--- config.mk ---
export PLATFORM = sky130hd
export DESIGN_NAME = fxalu_prep
export DESIGN_NICKNAME = d
export VERILOG_FILES = /design/src/sv/fxalu_pkg.sv /design/src/sv/fxalu_prep.sv
export SDC_FILE = /design/constraint.sdc
export NUM_CORES = 2
export LEC_CHECK = 0
export BUFFER_PORTS_ARGS = -buffer_cell sky130_fd_sc_hd__buf_4
export CAP_MARGIN = 5
export CORE_UTILIZATION = 55
export DETAILED_ROUTE_END_ITERATION = 10
export PLACE_DENSITY = 0.73
export RECOVER_POWER = 50
export SYNTH_ARGS = -nofsm -noshare
export SYNTH_HDL_FRONTEND = slang
export SYNTH_SLANG_ARGS = --single-unit
export TNS_END_PERCENT = 20
--- constraint.sdc ---
create_clock -name vclk -period 17.4
set_clock_uncertainty 0.1 [all_clocks]
set_input_delay 0.87 -clock vclk [all_inputs]
set_output_delay 0.87 -clock vclk [all_outputs]
set_load 0.005 [all_outputs]
--- src/sv/fxalu_pkg.sv ---
// Package for the Q24.8 fixed-point arithmetic unit.
// Holds the item types, opcodes and word constants; depends on nothing.
`timescale 1ns / 1ps

package fxalu_pkg;

  localparam int WORD_W        = 32;
  localparam int FRAC_BITS_DEF = 8;
  localparam int PROD_W        = 2 * WORD_W;

  localparam logic [WORD_W-1:0] SAT_MAX = {1'b0, {(WORD_W-1){1'b1}}};
  localparam logic [WORD_W-1:0] SAT_MIN = {1'b1, {(WORD_W-1){1'b0}}};

  typedef enum logic [3:0] {
    OP_ADD, OP_SUB, OP_MUL, OP_DIV, OP_GT, OP_LT, OP_GE, OP_LE,
    OP_EQ, OP_NE, OP_INC, OP_DEC, OP_MIN, OP_MAX, OP_TO_INT, OP_FROM_INT
  } op_t;

  typedef struct packed {
    logic [3:0]               opcode;
    logic signed [WORD_W-1:0] operand_a;
    logic signed [WORD_W-1:0] operand_b;
  } req_t;

  typedef struct packed {
    logic signed [WORD_W-1:0] result_value;
    logic                     compare_true;
    logic                     divide_by_zero;
  } rsp_t;

  typedef struct packed {
    op_t               op;
    logic              neg;
    logic              dz;
    logic              cmp;
    logic [WORD_W-1:0] simple;
    logic [PROD_W-1:0] prod;
  } meta_t;

endpackage

--- src/sv/fxalu_prep.sv ---
// Front stage of the fixed-point unit: simple operations, the magnitude product
// and the divider set-up. Depends on fxalu_pkg.
`timescale 1ns / 1ps

module fxalu_prep #(
  parameter int FRAC_BITS = fxalu_pkg::FRAC_BITS_DEF,
  parameter int NUM_W     = fxalu_pkg::WORD_W + FRAC_BITS
) (
  input  fxalu_pkg::req_t                 req,
  output fxalu_pkg::meta_t                meta,
  output logic [NUM_W-1:0]                num,
  output logic [fxalu_pkg::WORD_W-1:0]    den
);

  logic signed [fxalu_pkg::WORD_W-1:0] a;
  logic signed [fxalu_pkg::WORD_W-1:0] b;
  logic [fxalu_pkg::WORD_W-1:0]        mag_a;
  logic [fxalu_pkg::WORD_W-1:0]        mag_b;
  logic [fxalu_pkg::WORD_W:0]          sum;
  logic [fxalu_pkg::WORD_W:0]          diff;
  fxalu_pkg::op_t                      op;

  assign a     = req.operand_a;
  assign b     = req.operand_b;
  assign op    = fxalu_pkg::op_t'(req.opcode);
  assign mag_a = a[fxalu_pkg::WORD_W-1] ? fxalu_pkg::WORD_W'(-a) : a;
  assign mag_b = b[fxalu_pkg::WORD_W-1] ? fxalu_pkg::WORD_W'(-b) : b;
  assign sum   = {a[fxalu_pkg::WORD_W-1], a} + {b[fxalu_pkg::WORD_W-1], b};
  assign diff  = {a[fxalu_pkg::WORD_W-1], a} - {b[fxalu_pkg::WORD_W-1], b};
  assign num   = {mag_a, {FRAC_BITS{1'b0}}};
  assign den   = mag_b;

  always_comb begin
    meta.op     = op;
    meta.neg    = a[fxalu_pkg::WORD_W-1] ^ b[fxalu_pkg::WORD_W-1];
    meta.dz     = (op == fxalu_pkg::OP_DIV) && (b == '0);
    meta.cmp    = 1'b0;
    meta.simple = '0;
    meta.prod   = fxalu_pkg::PROD_W'(mag_a) * fxalu_pkg::PROD_W'(mag_b);
    unique case (op)
      fxalu_pkg::OP_ADD: begin
        if (sum[fxalu_pkg::WORD_W] != sum[fxalu_pkg::WORD_W-1]) begin
          meta.simple = sum[fxalu_pkg::WORD_W] ? fxalu_pkg::SAT_MIN : fxalu_pkg::SAT_MAX;
        end else begin
          meta.simple = sum[fxalu_pkg::WORD_W-1:0];
        end
      end
      fxalu_pkg::OP_SUB: begin
        if (diff[fxalu_pkg::WORD_W] != diff[fxalu_pkg::WORD_W-1]) begin
          meta.simple = diff[fxalu_pkg::WORD_W] ? fxalu_pkg::SAT_MIN : fxalu_pkg::SAT_MAX;
        end else begin
          meta.simple = diff[fxalu_pkg::WORD_W-1:0];
        end
      end
      fxalu_pkg::OP_GT:       meta.cmp    = a > b;
      fxalu_pkg::OP_LT:       meta.cmp    = a < b;
      fxalu_pkg::OP_GE:       meta.cmp    = a >= b;
      fxalu_pkg::OP_LE:       meta.cmp    = a <= b;
      fxalu_pkg::OP_EQ:       meta.cmp    = a == b;
      fxalu_pkg::OP_NE:       meta.cmp    = a != b;
      fxalu_pkg::OP_INC:      meta.simple = a + fxalu_pkg::WORD_W'(1);
      fxalu_pkg::OP_DEC:      meta.simple = a - fxalu_pkg::WORD_W'(1);
      fxalu_pkg::OP_MIN:      meta.simple = (a < b) ? a : b;
      fxalu_pkg::OP_MAX:      meta.simple = (a > b) ? a : b;
      fxalu_pkg::OP_TO_INT:   meta.simple = fxalu_pkg::WORD_W'(a >>> FRAC_BITS);
      fxalu_pkg::OP_FROM_INT: meta.simple = fxalu_pkg::WORD_W'(a << FRAC_BITS);
      default:                meta.simple = '0;
    endcase
  end

endmodule

==> results.cfg <==
[status]
status = complete, but fails checks
violations = capacitance limit, slew limit

[yosys]
ys_types = 91
yosys_warnings = 0
synth_top_cell_by_area = fa_1
synth_top_area_frac = 0.4455
ys_seq_area_frac = 0
netlist_instances = 4986
synthTopCellsByArea = fa_1 45%, ha_1 11%, inv_1 9.4%
netlist_area_sq_mm = 0.04040
avgSynthCellArea_sq_um = 8.103

[global_route]
grt_pass1_vias = 37370
grt_max_degree = 48
grt_pass1_wl_microns = 221200
grt_usage = 0.3945
globalRouteOverflowTotal = 0
antenna_found_initial = 0

[die]
start_util = 0.5547
dieWidth_microns = 273.0
die_h_microns = 273.0
io_pins = 243
die_area_sq_mm = 0.07455
coreArea_sq_mm = 0.07283
fp-row-count = 99

[final_layout]
regArea_sq_um = 0
nClkBuffers = 0
layout_commonest_cell = inv_1
seq_cell_count = 0
layout.nets = 6386
syn_to_final_growth_pct = 6.717
drive_gt1_frac = 0.07533
fin_area_sq_mm = 0.04312
final_cell_mix = 1017 x inv_1, 899 x fa_1, 657 x nor2_1, 580 x nand2_1, 359 x ha_1

[placed_design]
dp_hpwl_microns = 112600
numPortBuffers = 235
gp_congestion = 1.007
postPlaceCellArea_sq_mm = 0.04332

[setup_path]
cpMostUsedCell = fa_1
slowest_delay_ns = 1.49
critPathKind = in -> out
cp_slowest_cell = clkbuf_1
cp.arrival_ns = 14.71
required_ns = 16.43
cp-end-kind = primary output
start_kind = primary input
critPathMaxFanout = 28

[sta]
hold_viol = 0
fin_crit_sh = 0.9009
finalMaxSlewViolations = 612
rsz0062_at_grt = false
clock.fmax_mhz = 63.79
setup_viol = 0
tns_ns = 0
hold_ws_ns = 2.002
tightest_slew_ns = 2.572
min_period_ns = 15.68
max_slew_margin = -0.7146

[detailed_routing]
wl_per_cell_microns = 24.02
avgViaCountPerCell = 6.078
remaining_drc_errors = 0
wl_microns = 144600
num_vias = 36580
dr.pass1.iters = 8
drtIter0Drc = 3777
ant_nets = 0

[clocking]
ctsResizeCount = 0
hold_buffers = 0
post-cts-setup-buffer-count = 0

[run]
max_cap_violations = 27

[worst_hold_path]
hold_class = in -> out
==> final cells by class <==
cell class,count,area (sq um)
Antenna cell,1,2.502
Multi-Input combinational cell,3692,35750
Fill cell,6801,29720
Inverter,1042,3913
Timing Repair Buffer,324,2252
Tap cell,959,1200
==> metrics by stage <==
stage | setup slack [ns] | cells | util
2_1_floorplan | 5.972 | 4993 | -
3_3_place_gp | 3.820 | 6017 | 0.5948
3_5_place_dp | 3.673 | 6017 | 0.5948
4_1_cts | 3.655 | 6017 | 0.5948
5_1_grt | 1.542 | 6017 | 0.5919
6_report | 1.724 | 6018 | 0.5920
==> path summary, 6_finish.rpt <==
path / slack (ns) / start / endpoint / cells after the start
worst max-delay path: 1.72 / req[0] / meta[57] / 35
worst min-delay path: 2.00 / req[66] / meta[101] / 2
==> metal layers <==
metal  vias to the layer above  GRT usage  part of all wire
li1                      15460          -                 -
met1                     18010     0.5026              0.36
met2                      2497     0.6316              0.45
met3                       606    0.08312              0.12
met4                         0     0.2101             0.070
met5                         -          0                 0
==> synthesized netlist by cell type (18+ instances only) <==
master	instances
and2_1	29
nor2_1	658
nor3_1	31
o21a_1	27
a21o_1	66
ha_1	359
fa_1	899
o21ai_0	151
nand2_1	580
a222oi_1	20
and3_1	18
nand2b_1	25
clkbuf_1	201
clkinv_1	19
xnor2_1	125
a21oi_1	208
buf_2	26
mux2_2	18
o21bai_1	40
nand4_1	30
inv_1	1010
nand3_1	54
xor2_1	67
==> logic make-up (layout without fill, tap and decap cells) <==
kind of cell | after synthesis | count (layout) | share of synthesized area
and+or+nand+nor | 1512 | 1512 | 0.1568
buffers and inverters | 1301 | 1366 | 0.1237
adders and majority gates | 1262 | 1262 | 0.5576
AOI/OAI and AO/OA | 682 | 682 | 0.1103
xor gates and xnor gates | 195 | 195 | 0.04283
muxes | 33 | 33 | 0.008733
other | 1 | 9 | 0.00009282
==> critical path, delay by kind of cell <==
family / cells / cell delay, ns
AND/OR/NAND/NOR: 8 / 2.13
AO/OA/AOI/OAI: 7 / 2.87
XOR/XNOR: 2 / 0.31
buffers and inverters: 8 / 4.18
adder cells (fa/ha/maj): 10 / 4.29
