--- src/sv/fxalu_pkg.sv ---
// Package for the Q24.8 fixed-point arithmetic unit.
// Holds the item types, opcodes and word constants; depends on nothing.
`timescale 1ns / 1ps

package fxalu_pkg;

  localparam int WORD_W        = 32;
  localparam int FRAC_BITS_DEF = 8;
  localparam int PROD_W        = 2 * WORD_W;

  localparam logic [WORD_W-1:0] SAT_MAX = {1'b0, {(WORD_W-1){1'b1}}};
  localparam logic [WORD_W-1:0] SAT_MIN = {1'b1, {(WORD_W-1){1'b0}}};

  typedef enum logic [3:0] {
    OP_ADD, OP_SUB, OP_MUL, OP_DIV, OP_GT, OP_LT, OP_GE, OP_LE,
    OP_EQ, OP_NE, OP_INC, OP_DEC, OP_MIN, OP_MAX, OP_TO_INT, OP_FROM_INT
  } op_t;

  typedef struct packed {
    logic [3:0]               opcode;
    logic signed [WORD_W-1:0] operand_a;
    logic signed [WORD_W-1:0] operand_b;
  } req_t;

  typedef struct packed {
    logic signed [WORD_W-1:0] result_value;
    logic                     compare_true;
    logic                     divide_by_zero;
  } rsp_t;

  typedef struct packed {
    op_t               op;
    logic              neg;
    logic              dz;
    logic              cmp;
    logic [WORD_W-1:0] simple;
    logic [PROD_W-1:0] prod;
  } meta_t;

endpackage

--- src/sv/fxalu_div_cell.sv ---
// One cell of the divider chain: a restoring step that yields one quotient bit
// and passes the item's side data on. Depends on fxalu_pkg.
`timescale 1ns / 1ps

module fxalu_div_cell #(
  parameter int NUM_W = fxalu_pkg::WORD_W + fxalu_pkg::FRAC_BITS_DEF
) (
  input  logic                          clk,
  input  logic                          rst,
  input  logic                          en,
  input  logic                          valid_prev,
  input  fxalu_pkg::meta_t              meta_prev,
  input  logic [fxalu_pkg::WORD_W-1:0]  rem_prev,
  input  logic [NUM_W-1:0]              nq_prev,
  input  logic [fxalu_pkg::WORD_W-1:0]  den_prev,
  output logic                          valid,
  output fxalu_pkg::meta_t              meta,
  output logic [fxalu_pkg::WORD_W-1:0]  rem,
  output logic [NUM_W-1:0]              nq,
  output logic [fxalu_pkg::WORD_W-1:0]  den
);

  logic [fxalu_pkg::WORD_W:0] trial;
  logic                       qbit;

  assign trial = {rem_prev, nq_prev[NUM_W-1]};
  assign qbit  = trial >= {1'b0, den_prev};

  always_ff @(posedge clk) begin
    if (rst) begin
      valid <= 1'b0;
    end else if (en) begin
      valid <= valid_prev;
    end
  end

  always_ff @(posedge clk) begin
    if (en) begin
      meta <= meta_prev;
      den  <= den_prev;
      rem  <= fxalu_pkg::WORD_W'(qbit ? trial - {1'b0, den_prev} : trial);
      nq   <= {nq_prev[NUM_W-2:0], qbit};
    end
  end

endmodule

--- config.mk ---
export PLATFORM = sky130hd
export DESIGN_NAME = fxalu_div_cell
export DESIGN_NICKNAME = d
export VERILOG_FILES = /design/src/sv/fxalu_pkg.sv /design/src/sv/fxalu_div_cell.sv
export SDC_FILE = /design/constraint.sdc
export NUM_CORES = 1
export LEC_CHECK = 0
export BUFFER_PORTS_ARGS = -buffer_cell sky130_fd_sc_hd__buf_2
export CAP_MARGIN = 40
export CORE_AREA = 2 2 162 164
export CTS_BUF_LIST = sky130_fd_sc_hd__clkbuf_8
export CTS_CLUSTER_DIAMETER = 30
export CTS_CLUSTER_SIZE = 20
export DETAILED_ROUTE_END_ITERATION = 16
export DIE_AREA = 0 0 164 166
export HOLD_SLACK_MARGIN = 0.15
export MAX_ROUTING_LAYER = met4
export PLACE_DENSITY = 0.63
export SETUP_SLACK_MARGIN = 0.05
export SYNTH_ARGS = -nofsm -noshare
export SYNTH_HDL_FRONTEND = slang
export SYNTH_SLANG_ARGS = --single-unit
--- constraint.sdc ---
create_clock -name clk -period 3.9 [get_ports clk]
set_input_delay 0 -clock clk [delete_from_list [all_inputs] [get_ports clk]]
set_output_delay 0 -clock clk [all_outputs]
set_load 0.01 [all_outputs]
==> results of run 1 <==
## per-stage QoR
step	hold slack [ps]	std cells
2_1_floorplan	72.4	555
3_3_place_gp	162	1296
3_5_place_dp	172	1296
## cells by family after synthesis
family | after synthesis | synth area share
DFF | 208 | 0.737
buffers and inverters | 56 | 0.0275
and+or+nand+nor | 100 | 0.0555
AOI/OAI and AO/OA | 119 | 0.0865
xor gates and xnor gates | 27 | 0.0280
muxes | 12 | 0.0157
adders and majority gates | 33 | 0.0497
## synth_stat cells, types with 2 or more instances
cell	instances	area, um2
buf_2	8	40.0
mux2i_1	2	20.0
o22ai_1	2	12.5
and4_1	2	17.5
xor2_1	12	105
nand4_1	8	50.1
nand2b_1	3	18.8
o21bai_1	3	22.5
a2bb2oi_1	2	17.5
a31oi_1	5	31.3
mux2_1	4	45.0
o211ai_1	4	30.0
or4_1	2	15.0
clkbuf_1	6	22.5
nor4_1	4	25.0
mux2_2	6	67.6
xnor2_1	15	131
o21a_1	6	45.0
and2_1	2	12.5
nand3_1	8	40.0
a21oi_1	56	280
buf_4	3	22.5
nor3_1	2	10.0
nor2_1	36	135
edfxtp_1	207	6220
a21o_1	12	90.1
a211oi_1	3	22.5
nor2b_1	3	18.8
o21ai_0	16	80.1
nand2_1	26	97.6
inv_1	38	143
ha_1	32	400
==> impl_results.md, run 1 <==
* H-tree Lvls at 2
* Starting Density at 0.330
* Setup Buffers After CTS at 0
* Placed cell area at 11000 um2
* CTS Buf Count at 52
* Yosys warns at 0
* Primary FF master, synth: edfxtp_1
* Ys async rst share at 0
* Num ports at 419
* Post-synth EDFFs at 207
* Clock root buffer: clkbuf_8
* Max Root-Sink Buffers at 3
* Cell row count at 59
* Hold-fix buffers at CTS at 279
* Syn nets at 799
* Netlist cell types at 49
* Status: did not finish
* Final GP Congestion at 0.909
* Post-DP HPWL at 20.5 mm
* Error: [ERROR RSZ-0060] Max buffer count reached.
* IO buf count at 418
* Place WS at 643 ps
* Yosys reg bits at 208
* Die width at 164 um
* Sequential-to-total area share from yosys stat at 0.737
* Stop stage: clock tree synthesis (4_1_cts)
* Post-CTS resize count at 0
* CTS Sinks at 208
* Post-synthesis average cell area at 15.2 um2
* Synthesized area at 8460 um2
* Die Y at 166 um
* Synthesized instance count at 555
==> run 2: changes to the inputs <==
==> config.mk (replaced) <==
export PLATFORM = sky130hd
export DESIGN_NAME = fxalu_div_cell
export DESIGN_NICKNAME = d
export VERILOG_FILES = /design/src/sv/fxalu_pkg.sv /design/src/sv/fxalu_div_cell.sv
export SDC_FILE = /design/constraint.sdc
export NUM_CORES = 1
export LEC_CHECK = 0
export BUFFER_PORTS_ARGS = -buffer_cell sky130_fd_sc_hd__buf_2
export CAP_MARGIN = 40
export CORE_AREA = 2 2 171 173
export DETAILED_ROUTE_END_ITERATION = 16
export DIE_AREA = 0 0 173 175
export PLACE_DENSITY_LB_ADDON = 0.15
export SYNTH_ARGS = -nofsm -noshare
export SYNTH_HDL_FRONTEND = slang
export SYNTH_SLANG_ARGS = --single-unit
==> run 2 against run 1 <==
Synthesized cell count stayed put. Area after synthesis stayed put. The flow now finishes without violations.
==> impl_results.md, run 2 <==
* Global-route wire length before repair at 41.6 mm
* Synth cell count leaders: 207 x edfxtp_1, 56 x a21oi_1, 38 x inv_1
* Netlist cell types at 49 (unchanged)
* Sw Pwr at 1490 uW
* Clock transition at the registers of the reported paths at 60 ps
* Commonest non-fill, non-tap cell in the layout: buf_2
* GR Util met3 at 0.0496
* Post-CTS resize count at 0 (unchanged)
* HP Start: en
* Die width at 173 um (+5.5%)
* Power Density at 429 nW/um2
* Reg2reg end: valid
* Ranking of synthesized cells by area: edfxtp_1 73%, ha_1 4.7%, a21oi_1 3.3%
* Fmax at 291 MHz
* R2r startpoint: valid
* Clock skew at 0 ps
* GR Overflow Total at 0
* DR WL/cell at 17.1 um
* Vias in the first global route at 7281
* Via density at 4.30
* Final Slew Violations at 0
* TritonCTS clock tree: built
* Cell row count at 62 (+5.1%)
* Met2 Track Usage GR at 0.321
* Tot GR Track Use at 0.175
* Worst setup margin at 468 ps
* Top reg by flops: meta
* Most used routing layer: met2
* Max-cap violations at 0
* P_int at 4450 uW
* Largest stage delay on the critical path at 580 ps
* Yosys reg bits at 208 (unchanged)
* Post-route ant nets at 0
* CP endpoint kind: flop
* Status: finished, final reports clean
* Sequential-to-total area share from yosys stat at 0.737 (unchanged)
* Primary FF master, synth: edfxtp_1
* Final Cycle Share at 0.880
* Place WS at 668 ps (+25.7 ps)
* Final hold vios at 0
* Synthesized area at 8460 um2 (unchanged)
* Clock power frac at 0.357
* VDD IR max at 0.303 mV
* Skew-Pair Late Insertion Delay at 500 ps
* Most frequent cells in the layout: 417 x buf_2, 209 x dlygate4sd3_1, 207 x edfxtp_1, 56 x a21oi_1, 38 x inv_1
* Design Area, Final at 13800 um2
* Min-Delay Endpoint: den[26]
* Critical path class: input pin to flop
* Starting Density at 0.298 (-0.0323)
* Syn nets at 799 (unchanged)
* Rel. slew slack at 0.371
* IO buf count at 418 (unchanged)
* Drt drc at 0
* Final Non-Filler Cells at 1596
* Cell depth of the worst hold path at 1
* Most frequent CP cell: dlygate4sd3_1
* CTS Sinks at 208 (unchanged)
* Hold Path Class: input pin to flop
* Synthesized instance count at 555 (unchanged)
* CTS Buf Count at 25 (-52%)
* Setup Viol. Count Final at 0
* GRT met1 Usage at 0.200
* Setup_tns at 0 ps
* Yosys top cell by area: edfxtp_1
* CP Data Arrival Time at 3680 ps
* Post-DP HPWL at 20.1 mm (-2.2%)
* Ys async rst share at 0 (unchanged)
* Post-synth EDFFs at 207 (unchanged)
* Actual slew at the worst max-slew pin at 943 ps
* WL final at 27.3 mm
* Switch share at 0.251
* Final GP Congestion at 0.788 (-13%)
* Worst Setup SP: rem_prev[4]
* Die Y at 175 um (+5.4%)
* Num ports at 419 (unchanged)
* RSZ-0062 raised after global routing: false
* Area growth syn-to-layout at 63.6%
* Largest register FFs at 103
* CP max stage cell: dlygate4sd3_1
* Clock root buffer: clkbuf_16
* Max Root-Sink Buffers at 3 (unchanged)
* Lkg Pwr at 0.00598 uW
* Yosys warns at 0 (unchanged)
* Most frequent cell after synthesis: edfxtp_1
* DP Cell Count at 1343 (+3.6%)
* Worst r2r path cells at 3
* Post-synthesis average cell area at 15.2 um2 (unchanged)
* Placed cell area at 11000 um2 (+0.42%)
* Logic gate share of total power at 0.180
* Share of cells above drive strength 1 at 0.383
* DIE AREA at 30300 um2
* Hold slack at 36.5 ps
* Critical path cell sequence: dlygate4sd3_1, buf_2, ha_1, nand4_1, or4_1, a21oi_1, nor3_1, a211oi_2, o21ai_2, o31ai_4, buf_12, o22ai_1, dlygate4sd3_1
* DR iter-0 viols at 417
* Max Fanout on Critical Path at 35
* Reg2reg setup slack at 2740 ps
* H-tree Lvls at 1 (-1)
* Tmin final at 3430 ps
* Regs by FF count: meta x103, nq x40
* WP data required at 4150 ps
* Final #Nets at 1439
* Sequential power share at 0.463
* Largest net degree at the start of global routing at 116
* Antenna violations before repair at 2
* Critical Path Start Type: input pin
* Core Box Area at 28400 um2
* Routed vias at 6869
* Number of fill cells at 2621
* First-pass DRT Iterations at 4
* Synth top area share at 0.735 (unchanged)
-- run 2: kinds of logic (layout without fill, tap and decap cells) --
family | count (synthesis) | after routing | share of synthesized area
AND/OR/NAND/NOR | 100 | 100 | 0.0555
buffers and inverters | 56 | 711 | 0.0275
AO/OA/AOI/OAI | 119 | 119 | 0.0865
flip-flops | 208 | 208 | 0.737
multiplexers | 12 | 12 | 0.0157
adder cells (fa/ha/maj) | 33 | 33 | 0.0497
other | 0 | 2 | 0
XOR/XNOR | 27 | 27 | 0.0280
-- run 2: metal layers --
| metal | up-vias | wire length [um] |
|---|---|---|
| met2 | 263 | 14100 |
| met5 | - | 0 |
| met4 | 0 | 651 |
| met1 | 3187 | 10400 |
| li1 | 3376 | - |
| met3 | 43 | 2110 |
-- run 2: what timing repair did --
item                                   4_1_cts  5_1_grt
setup buffers                                0        0
endpoints found under the hold margin      207        0
hold buffers                               209        0
-- run 2: metrics by stage --
stage	utilization	total power, uW
3_5_place_dp	0.388	3700
6_report	0.487	5940
5_1_grt	0.487	6240
4_1_cts	0.487	6030
2_1_floorplan	-	3240
3_3_place_gp	0.388	3690
-- run 2: area by class of cell --
type | instances | area [um2] | area share
diodes | 2 | 5.00 | 0.000362
multi-input cells | 291 | 1990 | 0.144
flip-flops and latches | 208 | 6240 | 0.451
well taps | 384 | 480 | 0.0347
repair buffers | 631 | 4250 | 0.307
inverters | 38 | 143 | 0.0103
clock inverters | 12 | 87.6 | 0.00633
clock buffers | 30 | 644 | 0.0466
-- run 2: how the worst max path moves through the flow --
| stage | endpoint | slack (ps) | cells past startpoint |
|---|---|---|---|
| after floorplan | rem[13] | 1130 | 12 |
| after global placement | rem[30] | 750 | 13 |
| after detailed placement | rem[30] | 670 | 13 |
| after CTS | rem[29] | 440 | 13 |
| after global routing | rem[29] | 250 | 14 |
| final | rem[29] | 470 | 13 |
-- run 2: power groups by stage --
stage | clock [uW] | sequential, uW | combinational, uW
finish | 2120 | 2750 | 1070
global route | 2300 | 2770 | 1170
CTS | 2190 | 2750 | 1080
detailed placement | 0 | 2790 | 903
global placement | 0 | 2790 | 902
floorplan | 0 | 2920 | 320
-- run 2: worst max-delay path, delay by kind of cell --
kind	cells	cell delay (ps)
AO/OA/AOI/OAI	5	920
adder cells (fa/ha/maj)	1	390
buffers and inverters	4	1500
AND/OR/NAND/NOR	3	850
No activity file was read; power rests on OpenSTA's default activity.
